## src/sv/pid_is_pkg.sv

```systemverilog
`timescale 1ns / 1ps
// ----------------------------------------------------------------------------
// pid_is_pkg
// Shared widths, register indexes and configuration type for the PID block.
// ----------------------------------------------------------------------------
package pid_is_pkg;

    localparam int GAIN_W     = 32;
    localparam int IN_W       = 16;
    localparam int ERR_W      = IN_W + 1;
    localparam int DIFF_W     = ERR_W + 1;
    localparam int LIM_W      = 15;
    localparam int THR_W      = 16;
    localparam int OUT_W      = 16;
    localparam int P_W        = GAIN_W + ERR_W;
    localparam int D_W        = GAIN_W + DIFF_W;
    localparam int PD_W       = D_W + 1;
    localparam int CFG_ADDR_W = 3;
    localparam int CFG_DATA_W = 32;

    localparam logic [LIM_W-1:0] INT_LIM_RST = 15'd16384;
    localparam logic [LIM_W-1:0] OUT_LIM_RST = 15'd16384;

    typedef enum logic [CFG_ADDR_W-1:0] {
        REG_GAIN_P   = 3'd0,
        REG_GAIN_I   = 3'd1,
        REG_GAIN_D   = 3'd2,
        REG_INT_LIM  = 3'd3,
        REG_OUT_LIM  = 3'd4,
        REG_SEP_THR  = 3'd5,
        REG_SEP_ON   = 3'd6,
        REG_POS_MODE = 3'd7
    } t_cfg_reg;

    typedef struct packed {
        logic [GAIN_W-1:0] gain_p;
        logic [GAIN_W-1:0] gain_i;
        logic [GAIN_W-1:0] gain_d;
        logic [LIM_W-1:0]  int_lim;
        logic [LIM_W-1:0]  out_lim;
        logic [THR_W-1:0]  sep_thr;
        logic              sep_on;
        logic              pos_mode;
    } t_cfg;

endpackage

```

## src/sv/pid_is_err_mul.sv

```systemverilog
`timescale 1ns / 1ps
// ----------------------------------------------------------------------------
// pid_is_err_mul
// Error, error difference and the three gain products, registered.
// ----------------------------------------------------------------------------
module pid_is_err_mul
    import pid_is_pkg::*;
(
    input  logic                   i_clk,
    input  logic                   i_rst_n,
    input  logic                   i_load,
    input  t_cfg                   i_cfg,
    input  logic [IN_W-1:0]        i_target,
    input  logic [IN_W-1:0]        i_measured,
    output logic signed [P_W-1:0]  o_p,
    output logic signed [D_W-1:0]  o_d,
    output logic signed [P_W-1:0]  o_inc
);

    logic signed [ERR_W-1:0]  err;
    logic signed [DIFF_W-1:0] diff;
    logic [ERR_W-1:0]         mag;
    logic                     integ_en;
    logic signed [P_W-1:0]    p_prod;
    logic signed [D_W-1:0]    d_prod;
    logic signed [P_W-1:0]    i_prod;

    logic signed [ERR_W-1:0]  r_prev_err;
    logic signed [P_W-1:0]    r_p;
    logic signed [D_W-1:0]    r_d;
    logic signed [P_W-1:0]    r_inc;

    assign err  = $signed({i_target[IN_W-1], i_target})
                - $signed({i_measured[IN_W-1], i_measured});
    assign diff = $signed({err[ERR_W-1], err}) - $signed({r_prev_err[ERR_W-1], r_prev_err});
    assign mag  = err[ERR_W-1] ? ERR_W'(-err) : ERR_W'(err);

    // separation: when enabled, integrate only while |e| is strictly under the threshold
    assign integ_en = !i_cfg.sep_on || (mag < {1'b0, i_cfg.sep_thr});

    assign p_prod = P_W'($signed(i_cfg.gain_p)) * P_W'(err);
    assign d_prod = D_W'($signed(i_cfg.gain_d)) * D_W'(diff);
    assign i_prod = P_W'($signed(i_cfg.gain_i)) * P_W'(err);

    always_ff @(posedge i_clk) begin
        if (!i_rst_n) begin
            r_prev_err <= '0;
        end else if (i_load) begin
            r_prev_err <= err;
        end
    end

    always_ff @(posedge i_clk) begin
        if (i_load) begin
            r_p   <= p_prod;
            r_d   <= d_prod;
            r_inc <= integ_en ? i_prod : '0;
        end
    end

    assign o_p   = r_p;
    assign o_d   = r_d;
    assign o_inc = r_inc;

endmodule

```

## config.mk

```make
export PLATFORM = sky130hd
export DESIGN_NAME = pid_is_err_mul
export DESIGN_NICKNAME = d
export VERILOG_FILES = /design/src/sv/pid_is_pkg.sv /design/src/sv/pid_is_err_mul.sv
export SDC_FILE = /design/constraint.sdc
export NUM_CORES = 2
export LEC_CHECK = 0
export ABC_AREA = 0
export ABC_CLOCK_PERIOD_IN_PS = 17600
export BUFFER_PORTS_ARGS = -buffer_cell sky130_fd_sc_hd__buf_4
export CORE_MARGIN = 4
export CORE_UTILIZATION = 30
export DETAILED_ROUTE_END_ITERATION = 12
export RECOVER_POWER = 25
export SYNTH_ARGS = -nofsm -noshare
export SYNTH_HDL_FRONTEND = slang
export SYNTH_SLANG_ARGS = --single-unit
```

## constraint.sdc

```tcl
create_clock -name i_clk -period 17.6 [get_ports i_clk]
set_clock_uncertainty 0.05 [all_clocks]
set_input_delay 3.52 -clock i_clk [delete_from_list [all_inputs] [get_ports i_clk]]
set_output_delay 3.52 -clock i_clk [all_outputs]
set_load 0.02 [all_outputs]
```

==> flow_metrics.tcl <==
set metrics [dict create \
    outcome "finished with violations" \
    violations "capacitance limit, slew limit" \
    hold_path_end "r_prev_err[0]" \
    fmax_mhz 66.8 \
    slew_violations 185 \
    met3_usage 0.0267 \
    rrSetupSlack_ns 7.01 \
    yosys_warnings 0 \
    drc 0 \
    max-clock-path-buffers 2 \
    nFillCells 21900 \
    synth_edf_count 148 \
    die_area_um2 221000 \
    worst_pin_slew_ns 4.93 \
    timing.rr.end "o_d[46]" \
    dr.pass1.iters 5 \
    vias 46100 \
    grt_usage 0.169 \
    final_min_period_over_clock_period 0.850 \
    wl_per_cell_um 18.5 \
    multi_input_area_um2 52400 \
    cts.sinks 165 \
    worstPathRequired_ns 17.83 \
    synth.largest_area_cell "fa_1" \
    fp.dieW_um 470 \
    grt-busiest-layer "met2" \
    cts_max_level 4 \
    ctsResizeCount 0 \
    cts_buffers 17 \
    synth.top_cell.area_share 0.499 \
    yosys-top-cells-area "fa_1, inv_1, ha_1, edfxtp_1, nand2_1" \
    antenna_left 0 \
    port-buffer-count 295 \
    place_congestion 0.866 \
    hold_path_class "reg -> reg" \
    cpMostUsedCell "fa_1" \
    slew-limit-headroom -2.29 \
    setup_tns_ns 0 \
    area_growth_pct 8.98 \
    post-cts-setup-buffer-count 0 \
    startpoint_type "primary input" \
    first_iter_violations 2491 \
    crit_path_max_incr_delay_ns 1.00 \
    ctsHoldBuffers 0 \
    period_needed_ns 14.96 \
    use_met2 0.285 \
    wirelength_um 181000 \
    reg2reg_depth 32 \
    slowest_stage "nor3_2" \
    initial_core_util 0.302 \
    die_height_um 470 \
    finalSetupViolations 0 \
    synth_cell_types 76 \
    netlist_instances 6869 \
    hold_viol 0 \
    synth_seq_cells 165 \
    yosysMostFrequentCell "fa_1" \
    grt_pass1_vias 51500 \
    tritoncts "built" \
    hpwlAfterDp_um 143000 \
    syn_nets 9045 \
    seqCellArea_um2 4780 \
    seq_area_frac_synth 0.0746 \
    core_um2 212000 \
    drive_gt1_frac 0.0606 \
    use_met1 0.220 \
    rows 169 \
    syn_area_um2 64100 \
    maxCapViolCount 4 \
    path_clk_slew_ns 0.07 \
    hold_start "r_prev_err[0]" \
    post_drt_via_cell_ratio 4.72 \
    clk_latency_ns 0.55 \
    io_pins 327 \
    gr-total-overflow 0 \
    nets 9099 \
    avgSynthCellArea_um2 9.34 \
    antenna_found_initial 16 \
    ys_top_cells_by_count "fa_1, inv_1, nand2_1" \
    ys.flop_type "edfxtp_1" \
    async_reset_ff_frac 0 \
    worstSetupEndpointType "register" \
    r2r-start "r_prev_err[0]" \
    worstPathArrival_ns 15.19 \
    critPathMaxFanout 10 \
    grt_max_degree 74 \
    grt_pass1_wl_um 292000 \
    clockRootBuffer "clkbuf_16" \
    holdPathStages 2 \
    rsz0062_at_grt "false" \
    path_class "in -> reg" \
]
==> cell type report <==
type                    count  area share
clock inverters            12     0.00156
well taps                2821      0.0505
diodes                      9    0.000322
clock buffers              20     0.00684
flip-flops and latches    165      0.0685
inverters                1592      0.0855
multi-input cells        4791       0.750
repair buffers            356      0.0370
==> routing by layer <==
layer	part of all wire	vias up
met5	0.00027	-
met4	0.035	8
met3	0.055	252
met2	0.49	1298
met1	0.42	24200
li1	-	20300
==> flip-flops by register name, indices dropped and copies added, names as in the netlist <==
signal / flops
o_d: 50
o_inc: 49
o_p: 49
r_prev_err: 17
==> worst max-delay path, delay by kind of cell <==
family / cells / cell delay (ns)
AOI/OAI and AO/OA: 12 / 4.18
buffers and inverters: 5 / 0.28
and+or+nand+nor: 7 / 2.50
xor gates and xnor gates: 2 / 0.44
adders and majority gates: 10 / 4.20
==> how the worst max path moves through the flow <==
stage                  start      end  slack, ns
4_1_cts          i_target[7]  o_d[46]       2.61
3_3_place_gp     i_target[7]  o_d[46]       2.12
5_1_grt        i_measured[7]  o_d[49]       1.97
6_report         i_target[0]  o_d[46]       2.64
2_1_floorplan    i_target[0]  o_d[46]       4.29
3_5_place_dp     i_target[7]  o_d[46]       2.03
==> cells by family after synthesis <==
kind of cell,Yosys count,share of synthesized area
compound gates,508,0.0512
xor+xnor,177,0.0242
fa+ha+maj,1997,0.577
buf+inv,1913,0.112
flops,165,0.0746
mux,18,0.00285
simple gates,2091,0.158
==> per-stage QoR <==
step	utilization	setup slack [ns]	hold WS, ns	cells	instance area, um2
after floorplan	-	4.29	0.410	6869	64100
after global placement	0.327	2.12	0.423	9725	69400
after detailed placement	0.327	2.03	0.427	9725	69400
after CTS	0.330	2.61	0.437	9757	70000
after global routing	0.329	1.97	0.480	9758	69900
final	0.329	2.64	0.438	9766	69900
==> cell usage in the layout, fill, tap and decap left out, types with 10 or more instances in the layout <==
cell type  instances
a21o_1            80
edfxtp_1         148
clkbuf_1          23
nand2b_1         135
clkbuf_16         18
nor2_1           158
xnor2_2           14
xnor2_1          106
and3_1            18
nand3_1           38
nor3_1            23
xor2_1            51
o21ai_0           99
fa_1            1595
mux2i_1           16
a21oi_1          146
nand2_1         1014
inv_1           1589
o21a_1            32
ha_1             399
and2_1           466
o211ai_1          13
o21bai_1          23
buf_4            333
dfxtp_1           17
nor4_1            10
a31oi_1           18
nand4_1           25
nor2b_1          152
a211oi_1          18
Power is not shown: default switching activity piles up to over one toggle a cycle in this logic, so the estimate is an artifact.
