## src/sv/pid_is_pkg.sv

```systemverilog
`timescale 1ns / 1ps
// ----------------------------------------------------------------------------
// pid_is_pkg
// Shared widths, register indexes and configuration type for the PID block.
// ----------------------------------------------------------------------------
package pid_is_pkg;

    localparam int GAIN_W     = 32;
    localparam int IN_W       = 16;
    localparam int ERR_W      = IN_W + 1;
    localparam int DIFF_W     = ERR_W + 1;
    localparam int LIM_W      = 15;
    localparam int THR_W      = 16;
    localparam int OUT_W      = 16;
    localparam int P_W        = GAIN_W + ERR_W;
    localparam int D_W        = GAIN_W + DIFF_W;
    localparam int PD_W       = D_W + 1;
    localparam int CFG_ADDR_W = 3;
    localparam int CFG_DATA_W = 32;

    localparam logic [LIM_W-1:0] INT_LIM_RST = 15'd16384;
    localparam logic [LIM_W-1:0] OUT_LIM_RST = 15'd16384;

    typedef enum logic [CFG_ADDR_W-1:0] {
        REG_GAIN_P   = 3'd0,
        REG_GAIN_I   = 3'd1,
        REG_GAIN_D   = 3'd2,
        REG_INT_LIM  = 3'd3,
        REG_OUT_LIM  = 3'd4,
        REG_SEP_THR  = 3'd5,
        REG_SEP_ON   = 3'd6,
        REG_POS_MODE = 3'd7
    } t_cfg_reg;

    typedef struct packed {
        logic [GAIN_W-1:0] gain_p;
        logic [GAIN_W-1:0] gain_i;
        logic [GAIN_W-1:0] gain_d;
        logic [LIM_W-1:0]  int_lim;
        logic [LIM_W-1:0]  out_lim;
        logic [THR_W-1:0]  sep_thr;
        logic              sep_on;
        logic              pos_mode;
    } t_cfg;

endpackage

```

## src/sv/pid_is_integ.sv

```systemverilog
`timescale 1ns / 1ps
// ----------------------------------------------------------------------------
// pid_is_integ
// Integral accumulator with symmetric clamp; also adds the P and D terms.
// ----------------------------------------------------------------------------
module pid_is_integ
    import pid_is_pkg::*;
#(
    parameter int FRAC_BITS = 16
) (
    input  logic                              i_clk,
    input  logic                              i_rst_n,
    input  logic                              i_load,
    input  t_cfg                              i_cfg,
    input  logic signed [P_W-1:0]             i_p,
    input  logic signed [D_W-1:0]             i_d,
    input  logic signed [P_W-1:0]             i_inc,
    output logic signed [LIM_W+FRAC_BITS:0]   o_integral,
    output logic signed [PD_W-1:0]            o_pd
);

    localparam int INT_W = LIM_W + FRAC_BITS + 1;
    localparam int ACC_W = P_W + 1;

    logic signed [ACC_W-1:0] acc;
    logic signed [ACC_W-1:0] lim;
    logic signed [ACC_W-1:0] acc_clamped;

    logic signed [INT_W-1:0] r_integral;
    logic signed [PD_W-1:0]  r_pd;

    assign acc = ACC_W'(r_integral) + ACC_W'(i_inc);
    assign lim = ACC_W'($signed({1'b0, i_cfg.int_lim, {FRAC_BITS{1'b0}}}));

    always_comb begin
        priority if (acc > lim) begin
            acc_clamped = lim;
        end else if (acc < -lim) begin
            acc_clamped = -lim;
        end else begin
            acc_clamped = acc;
        end
    end

    always_ff @(posedge i_clk) begin
        if (!i_rst_n) begin
            r_integral <= '0;
        end else if (i_load && i_cfg.pos_mode) begin
            r_integral <= acc_clamped[INT_W-1:0];
        end
    end

    always_ff @(posedge i_clk) begin
        if (i_load) begin
            r_pd <= PD_W'(i_p) + PD_W'(i_d);
        end
    end

    assign o_integral = r_integral;
    assign o_pd       = r_pd;

endmodule

```

## config.mk

```make
export PLATFORM = sky130hd
export DESIGN_NAME = pid_is_integ
export DESIGN_NICKNAME = d
export VERILOG_FILES = /design/src/sv/pid_is_pkg.sv /design/src/sv/pid_is_integ.sv
export SDC_FILE = /design/constraint.sdc
export NUM_CORES = 1
export LEC_CHECK = 0
export BUFFER_PORTS_ARGS = -buffer_cell sky130_fd_sc_hd__clkbuf_2
export CAP_MARGIN = 20
export CORE_ASPECT_RATIO = 0.8
export CORE_MARGIN = 2
export CORE_UTILIZATION = 52
export DETAILED_ROUTE_END_ITERATION = 7
export PLACE_DENSITY = 0.81
export SYNTH_ARGS = -nofsm -noshare
export SYNTH_HDL_FRONTEND = slang
export SYNTH_SLANG_ARGS = --single-unit
```

## constraint.sdc

```tcl
create_clock -name i_clk -period 7.2 [get_ports i_clk]
set_clock_uncertainty 0.2 [all_clocks]
set_input_delay 0.36 -clock i_clk [delete_from_list [all_inputs] [get_ports i_clk]]
set_output_delay 0.36 -clock i_clk [all_outputs]
set_load 0.005 [all_outputs]
```

==> impl_metrics.json, run 1 <==
{
  "outcome": "finished clean",
  "setup-tns-final_ns": 0,
  "synthTopCellsByCount": "a21oi_1, ha_1, nand2_1",
  "dieArea_sq_um": 20800,
  "cts.sinks": 83,
  "worst_path_largest_cell_delay_ns": 0.45,
  "ys_seq_area_frac": 0.212,
  "muxShareOfSynthArea": 0.00391,
  "synth_top_family_by_area": "compound AO/OA/AOI/OAI gates",
  "cp_max_fo": 7,
  "via_count": 10900,
  "cts_buffer_depth": 2,
  "synth_async_sr_flop_share": 0,
  "critPathKind": "flop to flop",
  "gr-total-overflow": 0,
  "p_per_area_nw_per_um2": 163,
  "synth_xor_area_frac": 0.0770,
  "fmax_mhz": 155,
  "top_layer": "met4",
  "synth.most_common_cell": "a21oi_1",
  "start_util": 0.535,
  "route.met2.wl_microns": 14700,
  "maxCapViolations": 0,
  "period_share": 0.894,
  "clk_latency_ns": 0.36,
  "min-delay-start": "i_rst_n",
  "min_period_ns": 6.44,
  "crit_path_start_kind": "flop",
  "root_buffer": "clkbuf_16",
  "post-cts-setup-buffers": 0,
  "rr_worst_depth": 25,
  "cts_hold_buffers": 0,
  "slew_viol_final": 0,
  "synth_edf_count": 51,
  "whs_path_depth": 3,
  "diodes": 0,
  "worst-endpoint-required_ns": 7.26,
  "drt-vias-per-instance": 6.21,
  "syn_nets": 1699,
  "die_w_microns": 161,
  "netlist_instances": 1256,
  "avgSynthCellArea_sq_um": 8.15,
  "mappedNetlistArea_sq_um": 10200,
  "synth.area.top_cells": "ha_1, edfxtp_1, a21oi_1",
  "synthFlopType": "edfxtp_1",
  "die_h_microns": 129,
  "arrival_ns": 6.50,
  "min_path_type": "input pin to flop",
  "clkTransAtPathRegs_ns": 0.07,
  "cts-resized-gates": 0,
  "synthSimpleGateAreaFrac": 0.192,
  "cts_tree": "built",
  "coreArea_sq_um": 19100,
  "ys_types": 81,
  "fin_hold_ws_ns": 0.0536,
  "ant_nets": 0,
  "drc_errors": 0,
  "ir_worst_vdd_uv": 110,
  "synth_fa_ha_area_frac": 0.182,
  "wl_met1_microns": 14500,
  "hpwlAfterDp_microns": 27100,
  "r2r_start": "o_integral[29]",
  "grt_pass1_vias": 10100,
  "cp_slowest_cell": "ha_1",
  "grtUsageTotal": 0.310,
  "synth_compound_area_frac": 0.297,
  "setup_violations": 0,
  "finalPower_w": 0.00197,
  "hold_viol_final": 0,
  "wirelength_microns": 32800,
  "yosysTopAreaCellShare": 0.178,
  "multi_input_area_sq_um": 7710,
  "regArea_sq_um": 2170,
  "cts_buffers": 9,
  "yosysWarnings": 0,
  "fillers": 1795,
  "place_congestion": 0.993,
  "routed-wl-met3_microns": 2750,
  "rr_endpoint": "o_integral[23]",
  "r2r_slack_ns": 0.76,
  "rsz0062_at_grt": "false",
  "syn2layout_area_growth_pct": 17.8,
  "ios": 378,
  "min_to": "o_integral[24]",
  "final_core_util": 0.630,
  "num_rows": 45,
  "h-tree-depth": 3,
  "synth_seq_cells": 83,
  "wire_per_inst_microns": 18.6,
  "antenna_found_initial": 0,
  "relSlewSlack": 0.479,
  "grt_max_degree": 53,
  "drive_gt1_frac": 0.205,
  "drtIter0Drc": 1009,
  "p_leak_nw": 5.72,
  "io_buffers": 249,
  "synth_area_leader_cell": "ha_1",
  "critPathCaptureType": "flop",
  "grt_pass1_wl_microns": 51500,
  "drt_pass1_iterations": 5,
  "fin_nets": 1939,
  "tightest_slew_ns": 0.762
}
cell usage in the layout (no fill, tap or decap), types with 5 or more instances in the layout:
master,netlist,layout
o31ai_1,9,9
ha_1,146,146
nand2b_1,19,19
clkbuf_2,0,249
o21ai_0,67,67
a211oi_1,15,15
a31o_2,5,5
nand3_1,24,24
nor4_1,6,6
nand4_1,27,27
o211ai_1,20,20
and4_1,5,5
clkbuf_16,0,9
o21bai_1,23,23
or2_2,7,7
nor3_1,47,47
xnor2_1,63,63
o221ai_1,10,10
a22o_1,14,14
xor2_1,27,27
o211a_1,5,5
a31oi_1,12,12
inv_1,57,57
nor2b_1,14,14
o21a_1,14,14
and3_1,19,19
a21oi_1,151,151
edfxtp_1,51,51
dfxtp_1,32,32
nand2_1,96,96
buf_4,1,15
nor4b_1,5,5
a211o_1,6,6
nor2_1,70,69
a21o_1,56,56
or3_1,10,10
and2_1,9,9
per-stage QoR:
| stage | instances | instance area [sq um] | worst slack (ns) |
|---|---|---|---|
| floorplan | 1256 | 10200 | 1.37 |
| global placement | 1743 | 11800 | 0.893 |
| detailed placement | 1743 | 11800 | 0.737 |
| CTS | 1759 | 12100 | 0.833 |
| global route | 1759 | 12100 | 0.397 |
| finish | 1759 | 12100 | 0.762 |
metal layers:
layer,up-vias,track usage
met5,-,0
met4,0,0.0977
met3,51,0.0519
met2,498,0.507
met1,5071,0.422
li1,5295,-
worst max path at each step:
stage,start,to,depth (start not counted)
5_1_grt,o_integral[10],o_integral[25],24
6_report,o_integral[29],o_integral[23],25
2_1_floorplan,o_integral[31],o_integral[16],24
4_1_cts,o_integral[0],o_integral[23],24
3_3_place_gp,i_inc[0],o_integral[20],25
3_5_place_dp,i_inc[0],o_integral[23],25
registers in the layout, summed over array words and instances, names as in the netlist:
signal / count
o_pd: 51
o_integral: 32
cell type report:
cell class / count / share of cell area
Inverter: 57 / 0.0177
Tap cell: 258 / 0.0268
Sequential cell: 83 / 0.180
Timing Repair Buffer: 264 / 0.113
Multi-Input combinational cell: 1081 / 0.639
Clock inverter: 7 / 0.00498
Clock buffer: 9 / 0.0187
worst max-delay path, delay by kind of cell, from the launching register on:
| kind | cells | cell delay [ns] |
|---|---|---|
| AO/OA/AOI/OAI | 10 | 2.22 |
| adder cells (fa/ha/maj) | 2 | 0.79 |
| buffers and inverters | 2 | 0.41 |
| flip-flops | 1 | 0.38 |
| AND/OR/NAND/NOR | 11 | 2.38 |
report_power, final:
| group | internal, W | switching, W | leakage (nW) |
|---|---|---|---|
| sequential | 0.000579 | 0.0000302 | 0.759 |
| clock | 0.000240 | 0.000228 | 0.136 |
| combinational | 0.000366 | 0.000522 | 4.83 |
| total | 0.00119 | 0.000780 | 5.72 |
logic make-up after synthesis:
family / Yosys count
fa+ha+maj: 148
simple gates: 381
flops: 83
mux: 4
buf+inv: 92
xor+xnor: 90
compound gates: 458
(Power assumes the default switching activity.)
==> inputs of run 2 (changes only) <==
- REMOVE_ABC_BUFFERS: unset -> 1
==> impl_metrics.json, run 2 (synthesized netlist as in run 1, its figures left out) <==
{
  "rr_endpoint": "o_integral[16]",
  "post-cts-setup-buffers": 0,
  "clkPwrFrac": 0.256,
  "place_congestion": 0.994,
  "outcome": "finished clean",
  "r2r_slack_ns": 0.57,
  "place_area_sq_um": 11800,
  "hold_viol_final": 0,
  "clk_latency_ns": 0.36,
  "wire_per_inst_microns": 18.7,
  "antenna_found_initial": 0,
  "fin_nets": 1936,
  "coreArea_sq_um": 19100,
  "die_h_microns": 129,
  "fin_hold_ws_ns": 0.0886,
  "drtIter0Drc": 968,
  "min_path_type": "input pin to flop",
  "drc_errors": 0,
  "netSwitchingFraction": 0.392,
  "p_per_area_nw_per_um2": 167,
  "cts.sinks": 83,
  "io_buffers": 249,
  "arrival_ns": 6.72,
  "pre_cts_ws_ns": 0.644,
  "wirelength_microns": 32900,
  "tightest_slew_ns": 0.804,
  "cp_slowest_cell": "or4_1",
  "rr_worst_depth": 25,
  "setup_slack_ns": 0.568,
  "syn2layout_area_growth_pct": 17.9,
  "fmax_mhz": 151,
  "root_buffer": "clkbuf_16",
  "grt_pass1_vias": 10100,
  "grt_max_degree": 53,
  "die_w_microns": 161,
  "num_rows": 45,
  "critPathKind": "flop to flop",
  "dieArea_sq_um": 20800,
  "grt_pass1_wl_microns": 51300,
  "ant_nets": 0,
  "drt-vias-per-instance": 6.13,
  "start_util": 0.535,
  "rsz0062_at_grt": "false",
  "largest_register_ffs": 51,
  "cp_max_fo": 11,
  "crit_path_start_kind": "flop",
  "clkTransAtPathRegs_ns": 0.07,
  "cts_buffers": 9,
  "period_share": 0.921,
  "drt_pass1_iterations": 5,
  "grtUsageTotal": 0.310,
  "min_period_ns": 6.63,
  "cts_buffer_depth": 2,
  "gr-total-overflow": 0,
  "setup-tns-final_ns": 0,
  "drive_gt1_frac": 0.203,
  "worst_path_largest_cell_delay_ns": 0.48,
  "power_frac_comb": 0.441,
  "intPower_w": 0.00122,
  "ir_worst_vdd_uv": 113,
  "r2r_start": "o_integral[3]",
  "min_to": "o_integral[24]",
  "p_leak_nw": 5.73,
  "cts_hold_buffers": 0,
  "h-tree-depth": 3,
  "cts-resized-gates": 0,
  "relSlewSlack": 0.459,
  "final_common_cell": "clkbuf_2",
  "critPathCaptureType": "flop",
  "ios": 378,
  "hpwlAfterDp_microns": 27100,
  "diodes": 0,
  "final_cell_mix": "clkbuf_2, a21oi_1, ha_1",
  "fin_area_sq_um": 12100,
  "via_count": 10800,
  "maxCapViolations": 0,
  "setup_violations": 0,
  "worst-endpoint-required_ns": 7.29,
  "cts_tree": "built",
  "slew_viol_final": 0,
  "whs_path_depth": 3,
  "final_core_util": 0.631,
  "power_frac_seq": 0.303,
  "switching_power_w": 0.000788,
  "min-delay-start": "i_rst_n"
}
## run 2: through the flow
step                total power [W]  std cells
floorplan                   0.00118       1221
global placement            0.00147       1740
detailed placement          0.00148       1740
CTS                         0.00200       1756
global route                0.00213       1756
finish                      0.00201       1756
## run 2: critical path, delay by kind of cell, from the launching register on
kind,cells,cell delay [ns]
simple gates,12,2.90
buf+inv,1,0.28
flops,1,0.33
compound gates,9,1.87
fa+ha+maj,2,0.56
xor+xnor,1,0.39
## run 2: layout make-up
cell class,count,area (sq um)
tap,258,323
clock buffer,9,225
timing repair buffer,261,1340
clock inverter,7,92.6
fill,1739,7070
sequential,83,2170
inverter,57,214
multi-input combinational,1081,7710
## run 2: routing by layer
| metal | track usage | part of all wire | wire length, microns | vias to the layer above |
|---|---|---|---|---|
| met2 | 0.501 | 0.44 | 14300 | 483 |
| met1 | 0.422 | 0.44 | 14600 | 4946 |
| met4 | 0.0961 | 0.028 | 931 | 0 |
| li1 | - | - | - | 5284 |
| met3 | 0.0592 | 0.092 | 3030 | 47 |
| met5 | 0 | 0 | 0 | - |
## run 2: power by group through the flow
stage,clock [W],sequential [W],combinational [W]
global placement,0,0.000617,0.000854
global route,0.000539,0.000615,0.000980
detailed placement,0,0.000619,0.000866
finish,0.000514,0.000610,0.000887
floorplan,0,0.000618,0.000557
CTS,0.000520,0.000609,0.000872
## run 2: worst max-delay path by stage
stage                     end  slack (ns)            from
5_1_grt        o_integral[28]        0.26  o_integral[31]
6_report       o_integral[16]        0.57   o_integral[3]
3_5_place_dp   o_integral[16]        0.64        i_inc[3]
4_1_cts        o_integral[19]        0.67  o_integral[31]
3_3_place_gp   o_integral[16]        0.72        i_inc[3]
2_1_floorplan  o_integral[11]        1.27  o_integral[31]
