<file path="src/sv/pid_is_pkg.sv">
`timescale 1ns / 1ps
// ----------------------------------------------------------------------------
// pid_is_pkg
// Shared widths, register indexes and configuration type for the PID block.
// ----------------------------------------------------------------------------
package pid_is_pkg;

    localparam int GAIN_W     = 32;
    localparam int IN_W       = 16;
    localparam int ERR_W      = IN_W + 1;
    localparam int DIFF_W     = ERR_W + 1;
    localparam int LIM_W      = 15;
    localparam int THR_W      = 16;
    localparam int OUT_W      = 16;
    localparam int P_W        = GAIN_W + ERR_W;
    localparam int D_W        = GAIN_W + DIFF_W;
    localparam int PD_W       = D_W + 1;
    localparam int CFG_ADDR_W = 3;
    localparam int CFG_DATA_W = 32;

    localparam logic [LIM_W-1:0] INT_LIM_RST = 15'd16384;
    localparam logic [LIM_W-1:0] OUT_LIM_RST = 15'd16384;

    typedef enum logic [CFG_ADDR_W-1:0] {
        REG_GAIN_P   = 3'd0,
        REG_GAIN_I   = 3'd1,
        REG_GAIN_D   = 3'd2,
        REG_INT_LIM  = 3'd3,
        REG_OUT_LIM  = 3'd4,
        REG_SEP_THR  = 3'd5,
        REG_SEP_ON   = 3'd6,
        REG_POS_MODE = 3'd7
    } t_cfg_reg;

    typedef struct packed {
        logic [GAIN_W-1:0] gain_p;
        logic [GAIN_W-1:0] gain_i;
        logic [GAIN_W-1:0] gain_d;
        logic [LIM_W-1:0]  int_lim;
        logic [LIM_W-1:0]  out_lim;
        logic [THR_W-1:0]  sep_thr;
        logic              sep_on;
        logic              pos_mode;
    } t_cfg;

endpackage

</file>
<file path="src/sv/pid_is_drive.sv">
`timescale 1ns / 1ps
// ----------------------------------------------------------------------------
// pid_is_drive
// Final sum, output clamp and truncation toward zero into the drive register.
// ----------------------------------------------------------------------------
module pid_is_drive
    import pid_is_pkg::*;
#(
    parameter int FRAC_BITS = 16
) (
    input  logic                             i_clk,
    input  logic                             i_load,
    input  t_cfg                             i_cfg,
    input  logic signed [PD_W-1:0]           i_pd,
    input  logic signed [LIM_W+FRAC_BITS:0]  i_integral,
    output logic [OUT_W-1:0]                 o_drive
);

    localparam int SUM_W = PD_W + 1;

    logic signed [SUM_W-1:0] sum;
    logic signed [SUM_W-1:0] lim;
    logic signed [SUM_W-1:0] sum_clamped;
    logic signed [SUM_W-1:0] adj;
    logic signed [SUM_W-1:0] shifted;

    logic [OUT_W-1:0] r_drive;

    assign sum = SUM_W'(i_pd) + SUM_W'(i_integral);
    assign lim = SUM_W'($signed({1'b0, i_cfg.out_lim, {FRAC_BITS{1'b0}}}));

    always_comb begin
        priority if (sum > lim) begin
            sum_clamped = lim;
        end else if (sum < -lim) begin
            sum_clamped = -lim;
        end else begin
            sum_clamped = sum;
        end
    end

    // bias negatives by one LSB short of a unit so the shift rounds toward zero
    assign adj = sum_clamped
               + $signed({{(SUM_W-FRAC_BITS){1'b0}}, {FRAC_BITS{sum_clamped[SUM_W-1]}}});
    assign shifted = adj >>> FRAC_BITS;

    always_ff @(posedge i_clk) begin
        if (i_load) begin
            r_drive <= i_cfg.pos_mode ? shifted[OUT_W-1:0] : '0;
        end
    end

    assign o_drive = r_drive;

endmodule

</file>
<file path="config.mk">
export PLATFORM = sky130hd
export DESIGN_NAME = pid_is_drive
export DESIGN_NICKNAME = d
export VERILOG_FILES = /design/src/sv/pid_is_pkg.sv /design/src/sv/pid_is_drive.sv
export SDC_FILE = /design/constraint.sdc
export NUM_CORES = 1
export LEC_CHECK = 0
export ABC_CLOCK_PERIOD_IN_PS = 18300
export BUFFER_PORTS_ARGS = -buffer_cell sky130_fd_sc_hd__buf_2
export CORE_ASPECT_RATIO = 1.1
export CORE_MARGIN = 2
export CORE_UTILIZATION = 50
export CTS_CLUSTER_SIZE = 25
export DETAILED_ROUTE_END_ITERATION = 10
export GPL_TIMING_DRIVEN = 1
export PLACE_DENSITY = 0.92
export SYNTH_ARGS = -nofsm -noshare
export SYNTH_HDL_FRONTEND = slang
export SYNTH_SLANG_ARGS = --single-unit
export TNS_END_PERCENT = 50
</file>
<file path="constraint.sdc">
create_clock -name i_clk -period 18.3 [get_ports i_clk]
set_input_delay 3.66 -clock i_clk [delete_from_list [all_inputs] [get_ports i_clk]]
set_output_delay 3.66 -clock i_clk [all_outputs]
set_load 0.005 [all_outputs]
</file>
==> results.py, run 1 <==
metrics = {
    "pwr": {
        "post-layout-total-power_mw": 0.384,
        "power_frac_seq_pct": 12.0,
        "switching_share_pct": 50.7,
        "net-switching-power_mw": 0.195,
        "vdd.ir_drop.worst_v": 0.0000252,
        "internal_power_mw": 0.190,
        "pwr-share-clk_pct": 10.7,
        "power_per_cell_area_mw_per_mm2": 49.0,
        "power_leakage_nw": 3.55,
        "pwr-share-comb_pct": 77.3,
    },
    "setup_path": {
        "worst_path_largest_cell_delay_ns": 0.84,
        "setup.worst_path.class": "in2reg",
        "worstSetupEndpointType": "flip-flop",
        "cp-startpoint": "i_integral[4]",
        "worst-endpoint-arrival_ns": 13.50,
        "worst_ep_required_time_ns": 18.29,
        "crit_fanout": 15,
        "critical-path-top-cell-by-count": "sky130_fd_sc_hd__a21oi_1",
        "crit_path_start_kind": "input port",
        "timing.critical_path.slowest_stage_cell": "sky130_fd_sc_hd__nor2_1",
        "worst_setup_endpoint": "o_drive[14]",
    },
    "yosys": {
        "synth-edff-count": 16,
        "yosys_warnings": 0,
        "count_of_different_cell_masters_after_synthesis": 84,
        "syn-instance-count": 988,
        "dominant_combinational_cell_family_by_area_after_synthesis": "compound AO/OA/AOI/OAI gates",
        "synth-simple-area-share_pct": 25.3,
        "post_synth_mux_area_share_pct": 3.77,
        "synth-compound-area-share_pct": 30.8,
        "synth.ff_latch_count": 16,
        "synth_top_flop_cell": "sky130_fd_sc_hd__edfxtp_1",
        "synth_xor_area_share_pct": 7.31,
        "ys_async_rst_share_pct": 0,
        "synth_nets": 1336,
        "avgSynthCellArea_um2": 7.15,
        "synth.cell_area_mm2": 0.00707,
        "post_synth_fa_ha_maj_area_fraction_pct": 21.2,
        "synth.yosys.seq_area_share_pct": 6.80,
    },
    "clock_tree": {
        "clock_tree.buffer_depth": 2,
        "clock_root_buffer": "sky130_fd_sc_hd__clkbuf_16",
        "ctsHtreeMaxLevel": 1,
        "holdBufCountCts": 0,
        "clk_pin_slew_worst_paths_ns": 0.04,
        "clock-sinks": 16,
        "cts_tree": "done",
        "cts_setup_buffers": 0,
        "cts_resized": 0,
        "cts_made_buffers": 3,
    },
    "timing": {
        "timing_max_transition_violations_final": 0,
        "grt_setup_unrepaired": "no",
        "post_route_minimum_period_ns": 13.51,
        "post-route-period-util_pct": 73.8,
        "timing.hold.ws_ns": 3.82,
        "fin_tns_setup_ns": 0,
        "worst_slack_ns": 4.79,
        "maximum_operating_frequency_mhz": 74.0,
        "report.final.setup_viol": 0,
        "max-slew-margin-rel_pct": 24.5,
        "hold_viol_final": 0,
        "tightestPinTransition_ns": 1.13,
    },
    "route": {
        "post_drt_wl_per_cell_um": 16.5,
        "finalWirelength_um": 20900,
        "drc_errors": 0,
        "met3RoutedLength_um": 1870,
        "drt_iter0_markers": 761,
        "top_signal_layer_used": "met4",
        "met1Wirelength_um": 9220,
        "vias_per_cell": 6.42,
        "routed-wl-met2_um": 8980,
        "drt_pre_antenna_iters": 5,
        "route.vias.total": 8107,
        "ant_nets": 0,
    },
    "placed_design": {
        "postPlaceCellArea_mm2": 0.00776,
        "dp.final_hpwl_um": 17500,
        "place_ws_ns": 4.99,
        "placement.io_buffers": 116,
        "gpl.final_weighted_congestion": 1.03,
        "placed_cells": 1258,
    },
    "global_routing": {
        "grt_pass1_wl_um": 34600,
        "grt-ovfl-total": 0,
        "maximum_number_of_pins_on_one_net_before_global_route_repair": 37,
        "antenna_found_initial": 0,
        "grt.total_usage_pct": 26.9,
        "first_global_vias": 7400,
    },
    "finish": {
        "final_cell_mix": "sky130_fd_sc_hd__ha_1 (118), sky130_fd_sc_hd__buf_2 (116), sky130_fd_sc_hd__a21oi_1 (101)",
        "post-route-util_pct": 56.9,
        "layout_commonest_cell": "sky130_fd_sc_hd__ha_1",
        "drive_gt1_share_pct": 14.4,
        "stdcell_area_mm2": 0.00784,
        "number_of_nets_at_the_end_of_the_flow": 1423,
        "multi_input_comb_area_mm2": 0.00626,
        "max_ffs_per_register": 16,
        "finish.cell_count_without_fillers": 1262,
        "regArea_um2": 480,
        "insertedDiodeCount": 0,
        "filler_cell_count": 1268,
        "area_growth_syn_to_layout_pct": 11.0,
    },
    "floorplanning": {
        "num_io_pins": 245,
        "die_width_um": 117,
        "start_util_pct": 51.2,
        "die_height_um": 129,
        "fp.dieArea_mm2": 0.0151,
        "floorplan.core_area_mm2": 0.0138,
        "num_rows": 45,
    },
    "min_path": {
        "min_path_type": "in2reg",
        "hold_path_startpoint": "i_load",
    },
    "flow_run": {
        "max_cap_viol_count": 0,
    },
    "outcome": {
        "status": "completed",
    },
}
==> worst min-delay path by stage <==
| stage | end | slack, ns | cells after the start |
|---|---|---|---|
| floorplan | o_drive[0] | 3.77 | 0 |
| global placement | o_drive[6] | 4.05 | 1 |
| detailed placement | o_drive[14] | 4.05 | 1 |
| CTS | o_drive[1] | 3.83 | 1 |
| global route | o_drive[1] | 3.86 | 1 |
| finish | o_drive[1] | 3.82 | 1 |
==> cell usage after synthesis (4+ instances only) <==
library cell / instances / share of area (%)
sky130_fd_sc_hd__buf_2: 14 / 0.99
sky130_fd_sc_hd__and3_1: 7 / 0.62
sky130_fd_sc_hd__a21oi_1: 101 / 7.2
sky130_fd_sc_hd__a2111oi_0: 6 / 0.74
sky130_fd_sc_hd__nor3_1: 18 / 1.3
sky130_fd_sc_hd__o22ai_1: 6 / 0.53
sky130_fd_sc_hd__and2_1: 12 / 1.1
sky130_fd_sc_hd__a211oi_1: 14 / 1.5
sky130_fd_sc_hd__nor2_1: 87 / 4.6
sky130_fd_sc_hd__and4_1: 8 / 0.99
sky130_fd_sc_hd__a21oi_2: 5 / 0.62
sky130_fd_sc_hd__or3_1: 10 / 0.89
sky130_fd_sc_hd__clkbuf_1: 22 / 1.2
sky130_fd_sc_hd__inv_1: 47 / 2.5
sky130_fd_sc_hd__o21a_1: 13 / 1.4
sky130_fd_sc_hd__xnor2_1: 35 / 4.3
sky130_fd_sc_hd__nor4_1: 10 / 0.89
sky130_fd_sc_hd__xor2_1: 24 / 3.0
sky130_fd_sc_hd__o21bai_1: 5 / 0.53
sky130_fd_sc_hd__nor3b_1: 7 / 0.74
sky130_fd_sc_hd__ha_1: 118 / 21
sky130_fd_sc_hd__nand2_1: 100 / 5.3
sky130_fd_sc_hd__nor2b_1: 9 / 0.80
sky130_fd_sc_hd__o31ai_1: 5 / 0.53
sky130_fd_sc_hd__mux2_2: 5 / 0.80
sky130_fd_sc_hd__nand3_1: 25 / 1.8
sky130_fd_sc_hd__a221oi_1: 4 / 0.50
sky130_fd_sc_hd__a21boi_0: 5 / 0.53
sky130_fd_sc_hd__a31oi_1: 8 / 0.71
sky130_fd_sc_hd__o21ai_0: 61 / 4.3
sky130_fd_sc_hd__o211ai_1: 7 / 0.74
sky130_fd_sc_hd__a21o_1: 33 / 3.5
sky130_fd_sc_hd__or2_2: 4 / 0.35
sky130_fd_sc_hd__nand2b_1: 11 / 0.97
sky130_fd_sc_hd__edfxtp_1: 16 / 6.8
sky130_fd_sc_hd__mux2i_1: 21 / 3.0
sky130_fd_sc_hd__nand4_1: 35 / 3.1
==> power by group through the flow <==
stage	combinational (mW)	sequential, mW	clock, mW
final	0.297	0.0462	0.0410
after global routing	0.328	0.0466	0.0430
after CTS	0.290	0.0463	0.0414
after detailed placement	0.288	0.0469	0
after global placement	0.279	0.0468	0
after floorplan	0.210	0.0479	0
==> cell families (layout without fill, tap and decap cells) <==
kind of cell    Yosys count  in the layout
flops                    16             16
simple gates            359            359
mux                      26             26
buf+inv                  85            171
fa+ha+maj               119            119
xor+xnor                 59             59
compound gates          324            324
==> metal layers <==
| metal | track usage (%) | up-vias |
|---|---|---|
| li1 | - | 3911 |
| met1 | 36.2 | 3611 |
| met2 | 45.2 | 509 |
| met3 | 2.57 | 76 |
| met4 | 9.43 | 0 |
| met5 | 0 | - |
==> critical path: cells and delay by family <==
kind                       cells  cell delay [ns]
AOI/OAI and AO/OA             14             3.08
xor gates and xnor gates       1             0.39
adders and majority gates      3             1.07
buffers and inverters          1             0.11
muxes                          1             0.13
and+or+nand+nor               17             5.05
==> final cells by class <==
cell class	instances	share of cell area (%)
multi-input cells	887	79.9
repair buffers	119	7.69
flip-flops and latches	16	6.13
well taps	188	3.00
inverters	48	2.30
clock buffers	3	0.957
clock inverters	1	0.0479
(Power assumes the default switching activity.)
==> run 2, diff against run 1 <==
ABC_CLOCK_PERIOD_IN_PS = 14000   (was 18300)
clock period = 14 ns   (was 18.3 ns; I/O delays follow)
==> run 2 against run 1 <==
First-iteration DRC count decreased by 2.0%. Count of clock-buffer cells in the layout unchanged. Sequential power increased by 31%. Power rose by 31%. Clock power increased by 29%. Final area about the same. Cell count barely moved. Combinational power rose by 31%. Critical path type unchanged. Largest cell class unchanged. Largest power group unchanged. Highest routed layer unchanged.
==> results.py, run 2 (synthesis gave the netlist of run 1 again) <==
metrics = {
    "outcome": {
        "status": "completed",
    },
    "pwr": {
        "pwr-share-clk_pct": 10.5,
        "power_leakage_nw": 3.56,
        "power_frac_seq_pct": 12.0,
        "pwr-share-comb_pct": 77.4,
        "vdd.ir_drop.worst_v": 0.0000309,
        "net-switching-power_mw": 0.254,
        "post-layout-total-power_mw": 0.502,
        "power_per_cell_area_mw_per_mm2": 64.0,
        "internal_power_mw": 0.249,
        "switching_share_pct": 50.5,
    },
    "min_path": {
        "min_path_type": "in2reg",
    },
    "finish": {
        "post-route-util_pct": 56.9,
        "area_growth_syn_to_layout_pct": 11.1,
        "drive_gt1_share_pct": 14.5,
        "stdcell_area_mm2": 0.00785,
        "insertedDiodeCount": 0,
        "max_ffs_per_register": 16,
        "layout_commonest_cell": "sky130_fd_sc_hd__ha_1",
        "final_cell_mix": "sky130_fd_sc_hd__ha_1 (118), sky130_fd_sc_hd__buf_2 (116), sky130_fd_sc_hd__a21oi_1 (101)",
        "filler_cell_count": 1261,
        "finish.cell_count_without_fillers": 1263,
        "number_of_nets_at_the_end_of_the_flow": 1424,
    },
    "floorplanning": {
        "floorplan.core_area_mm2": 0.0138,
        "fp.dieArea_mm2": 0.0151,
        "die_width_um": 117,
        "start_util_pct": 51.2,
        "num_io_pins": 245,
        "die_height_um": 129,
        "num_rows": 45,
    },
    "placed_design": {
        "place_ws_ns": 1.71,
        "dp.final_hpwl_um": 17400,
        "placed_cells": 1259,
        "placement.io_buffers": 116,
        "gpl.final_weighted_congestion": 1.01,
        "postPlaceCellArea_mm2": 0.00777,
    },
    "route": {
        "vias_per_cell": 6.42,
        "drt_iter0_markers": 746,
        "finalWirelength_um": 20800,
        "ant_nets": 0,
        "route.vias.total": 8111,
        "drt_pre_antenna_iters": 5,
        "drc_errors": 0,
        "post_drt_wl_per_cell_um": 16.4,
    },
    "global_routing": {
        "first_global_vias": 7491,
        "maximum_number_of_pins_on_one_net_before_global_route_repair": 37,
        "antenna_found_initial": 0,
        "grt_pass1_wl_um": 34500,
        "grt-ovfl-total": 0,
        "grt.total_usage_pct": 26.9,
    },
    "setup_path": {
        "worstSetupEndpointType": "flip-flop",
        "crit_path_start_kind": "input port",
        "crit_fanout": 11,
        "worst_ep_required_time_ns": 13.99,
        "worst-endpoint-arrival_ns": 12.42,
        "cp-startpoint": "i_pd[4]",
        "worst_setup_endpoint": "o_drive[14]",
        "setup.worst_path.class": "in2reg",
        "critical-path-top-cell-by-count": "sky130_fd_sc_hd__a21oi_1",
        "timing.critical_path.slowest_stage_cell": "sky130_fd_sc_hd__o31ai_1",
        "worst_path_largest_cell_delay_ns": 0.71,
    },
    "timing": {
        "grt_setup_unrepaired": "no",
        "post_route_minimum_period_ns": 12.43,
        "hold_viol_final": 0,
        "tightestPinTransition_ns": 0.925,
        "timing.hold.ws_ns": 2.97,
        "post-route-period-util_pct": 88.8,
        "report.final.setup_viol": 0,
        "max-slew-margin-rel_pct": 36.7,
        "fin_tns_setup_ns": 0,
        "maximum_operating_frequency_mhz": 80.5,
        "timing_max_transition_violations_final": 0,
        "worst_slack_ns": 1.57,
    },
    "clock_tree": {
        "clock-sinks": 16,
        "cts_tree": "done",
        "clk_pin_slew_worst_paths_ns": 0.04,
        "clock_root_buffer": "sky130_fd_sc_hd__clkbuf_16",
        "ctsHtreeMaxLevel": 1,
        "cts_made_buffers": 3,
        "clock_tree.buffer_depth": 2,
        "cts_setup_buffers": 0,
        "cts_resized": 0,
        "holdBufCountCts": 0,
    },
    "flow_run": {
        "max_cap_viol_count": 0,
    },
}
[run 2: cell type report]
cell class,instances,area [µm²],area share (%)
repair buffers,120,611,7.78
inverters,48,180,2.30
clock inverters,1,3.75,0.0478
multi-input cells,887,6260,79.8
flip-flops and latches,16,480,6.12
clock buffers,3,75.1,0.956
well taps,188,235,3.00
[run 2: power groups by stage]
stage / sequential (mW) / combinational (mW) / clock [mW]
finish: 0.0605 / 0.389 / 0.0529
global route: 0.0609 / 0.431 / 0.0559
global placement: 0.0612 / 0.365 / 0
floorplan: 0.0626 / 0.274 / 0
detailed placement: 0.0614 / 0.376 / 0
CTS: 0.0606 / 0.379 / 0.0538
[run 2: layer usage]
metal | track usage, % | up-vias | share of wire (%)
met5 | 0 | - | 0
met3 | 2.30 | 73 | 8.0
met4 | 11.0 | 0 | 4.2
li1 | - | 3911 | -
met1 | 36.1 | 3694 | 45
met2 | 44.7 | 433 | 43
[run 2: critical path, delay by kind of cell]
kind,cells,cell delay [ns]
compound gates,13,3.38
xor+xnor,1,0.39
fa+ha+maj,3,0.91
buf+inv,1,0.10
mux,1,0.13
simple gates,17,4.66
[run 2: how the worst min path moves through the flow]
stage                from         end  slack [ns]  cells after the start
6_report           i_load  o_drive[2]        2.97                      1
5_1_grt            i_load  o_drive[0]        3.00                      1
4_1_cts            i_load  o_drive[1]        2.97                      1
3_5_place_dp   o_drive[7]  o_drive[7]        3.19                      1
3_3_place_gp   o_drive[6]  o_drive[6]        3.19                      1
2_1_floorplan      i_load  o_drive[0]        2.91                      0
==> run 3, diff against run 2 <==
CORE_UTILIZATION = 53   (was 50)
PLACE_DENSITY = 0.95   (was 0.92)
==> run 3 against run 2 <==
Combinational power barely moved. Critical path type unchanged. Die area fell by 5.5%. Clock power increased by 3%. Sequential share of layout area hardly changed. Via count up 0.43%. Worst hold slack worse by 0.0023 ns. Highest routed layer unchanged. Count of clock-buffer cells in the layout did not move. Critical path depth stayed put. Cell count shrank 2.3%.
==> results.py, run 3 (synthesis gave the netlist of run 1 again) <==
metrics = {
    "timing": {
        "maximum_operating_frequency_mhz": 81.9,
        "post_route_minimum_period_ns": 12.22,
        "worst_slack_ns": 1.78,
        "post-route-period-util_pct": 87.3,
        "hold_viol_final": 0,
        "timing_max_transition_violations_final": 0,
        "report.final.setup_viol": 0,
        "fin_tns_setup_ns": 0,
        "tightestPinTransition_ns": 1.07,
        "max-slew-margin-rel_pct": 28.1,
        "grt_setup_unrepaired": "no",
    },
    "global_routing": {
        "antenna_found_initial": 0,
        "grt_pass1_wl_um": 34400,
        "first_global_vias": 7407,
        "grt-ovfl-total": 0,
        "grt.total_usage_pct": 28.5,
        "maximum_number_of_pins_on_one_net_before_global_route_repair": 37,
    },
    "finish": {
        "insertedDiodeCount": 0,
        "max_ffs_per_register": 16,
        "area_growth_syn_to_layout_pct": 10.4,
        "finish.cell_count_without_fillers": 1234,
        "final_cell_mix": "sky130_fd_sc_hd__ha_1 (118), sky130_fd_sc_hd__buf_2 (116), sky130_fd_sc_hd__a21oi_1 (101)",
        "drive_gt1_share_pct": 14.4,
        "layout_commonest_cell": "sky130_fd_sc_hd__ha_1",
        "number_of_nets_at_the_end_of_the_flow": 1422,
    },
    "setup_path": {
        "crit_fanout": 11,
        "worstSetupEndpointType": "flip-flop",
        "setup.worst_path.class": "in2reg",
        "worst_ep_required_time_ns": 13.99,
        "crit_path_start_kind": "input port",
        "worst-endpoint-arrival_ns": 12.21,
        "timing.critical_path.slowest_stage_cell": "sky130_fd_sc_hd__o31ai_1",
        "critical-path-top-cell-by-count": "sky130_fd_sc_hd__a21oi_1",
        "worst_path_largest_cell_delay_ns": 0.72,
    },
    "route": {
        "drc_errors": 0,
        "post_drt_wl_per_cell_um": 17.1,
        "drt_iter0_markers": 715,
        "routed-wl-met2_um": 9530,
        "drt_pre_antenna_iters": 6,
        "top_signal_layer_used": "met4",
        "finalWirelength_um": 21100,
        "met3RoutedLength_um": 1780,
        "ant_nets": 0,
        "route.vias.total": 8146,
        "met1Wirelength_um": 9160,
        "vias_per_cell": 6.60,
    },
    "clock_tree": {
        "clock_tree.buffer_depth": 2,
        "cts_resized": 0,
        "cts_tree": "done",
        "cts_made_buffers": 3,
        "clock_root_buffer": "sky130_fd_sc_hd__clkbuf_16",
        "ctsHtreeMaxLevel": 1,
        "holdBufCountCts": 0,
        "clock-sinks": 16,
        "clk_pin_slew_worst_paths_ns": 0.05,
        "cts_setup_buffers": 0,
    },
    "floorplanning": {
        "start_util_pct": 53.9,
        "num_io_pins": 245,
        "die_height_um": 125,
        "num_rows": 44,
        "fp.dieArea_mm2": 0.0143,
        "die_width_um": 114,
        "floorplan.core_area_mm2": 0.0131,
    },
    "pwr": {
        "power_per_cell_area_mw_per_mm2": 64.7,
        "power_frac_seq_pct": 12.0,
        "post-layout-total-power_mw": 0.505,
        "internal_power_mw": 0.248,
        "power_leakage_nw": 3.55,
        "vdd.ir_drop.worst_v": 0.0000365,
        "net-switching-power_mw": 0.256,
        "pwr-share-comb_pct": 77.2,
        "pwr-share-clk_pct": 10.8,
        "switching_share_pct": 50.8,
    },
    "placed_design": {
        "dp.final_hpwl_um": 17800,
        "gpl.final_weighted_congestion": 0.967,
        "place_ws_ns": 1.83,
        "placement.io_buffers": 116,
        "placed_cells": 1230,
    },
    "flow_run": {
        "max_cap_viol_count": 0,
    },
    "min_path": {
        "min_path_type": "in2reg",
    },
    "outcome": {
        "status": "completed",
    },
}
[run 3: changes by cell type in the layout (fill, tap and decap cells not counted), sizes merged]
| cell | before | now |
|---|---|---|
| buf | 120 | 118 |
[run 3: critical path: cells and delay by family]
kind	cells	cell delay, ns
AND/OR/NAND/NOR	17	4.61
AO/OA/AOI/OAI	13	3.30
multiplexers	1	0.14
buffers and inverters	1	0.10
XOR/XNOR	1	0.36
adder cells (fa/ha/maj)	3	0.88
[run 3: area by class of cell]
type                            instances  area (µm²)
Clock buffer                            3        75.1
Clock inverter                          1        3.75
Fill cell                            1191        5300
Inverter                               48         180
Multi-Input combinational cell        887        6260
Sequential cell                        16         480
Tap cell                              161         201
Timing Repair Buffer                  118         596
[run 3: final timing paths]
kind / start / end / cells past startpoint
worst max-delay path: i_pd[4] / o_drive[14] / 36
worst min-delay path: i_load / o_drive[0] / 1
[run 3: per-layer routing]
metal / track usage [%] / vias up
li1: - / 3912
met1: 38.3 / 3701
met2: 47.9 / 476
met3: 1.94 / 57
met5: 0 / -
met4: 9.97 / 0
[run 3: per-stage QoR]
stage,instance area [µm²],utilization (%),hold WS [ns]
CTS,7800,59.5,2.98
global route,7800,59.5,2.98
finish,7800,59.5,2.97
global placement,7720,58.9,3.19
detailed placement,7720,58.9,3.19
floorplan,7070,-,2.91
[run 3: power groups by stage]
stage               Clock (mW)  Sequential, mW  Combinational [mW]
floorplan                    0          0.0626               0.274
global placement             0          0.0612               0.364
detailed placement           0          0.0614               0.376
CTS                     0.0549          0.0606               0.378
global route            0.0562          0.0611               0.429
finish                  0.0543          0.0605               0.390
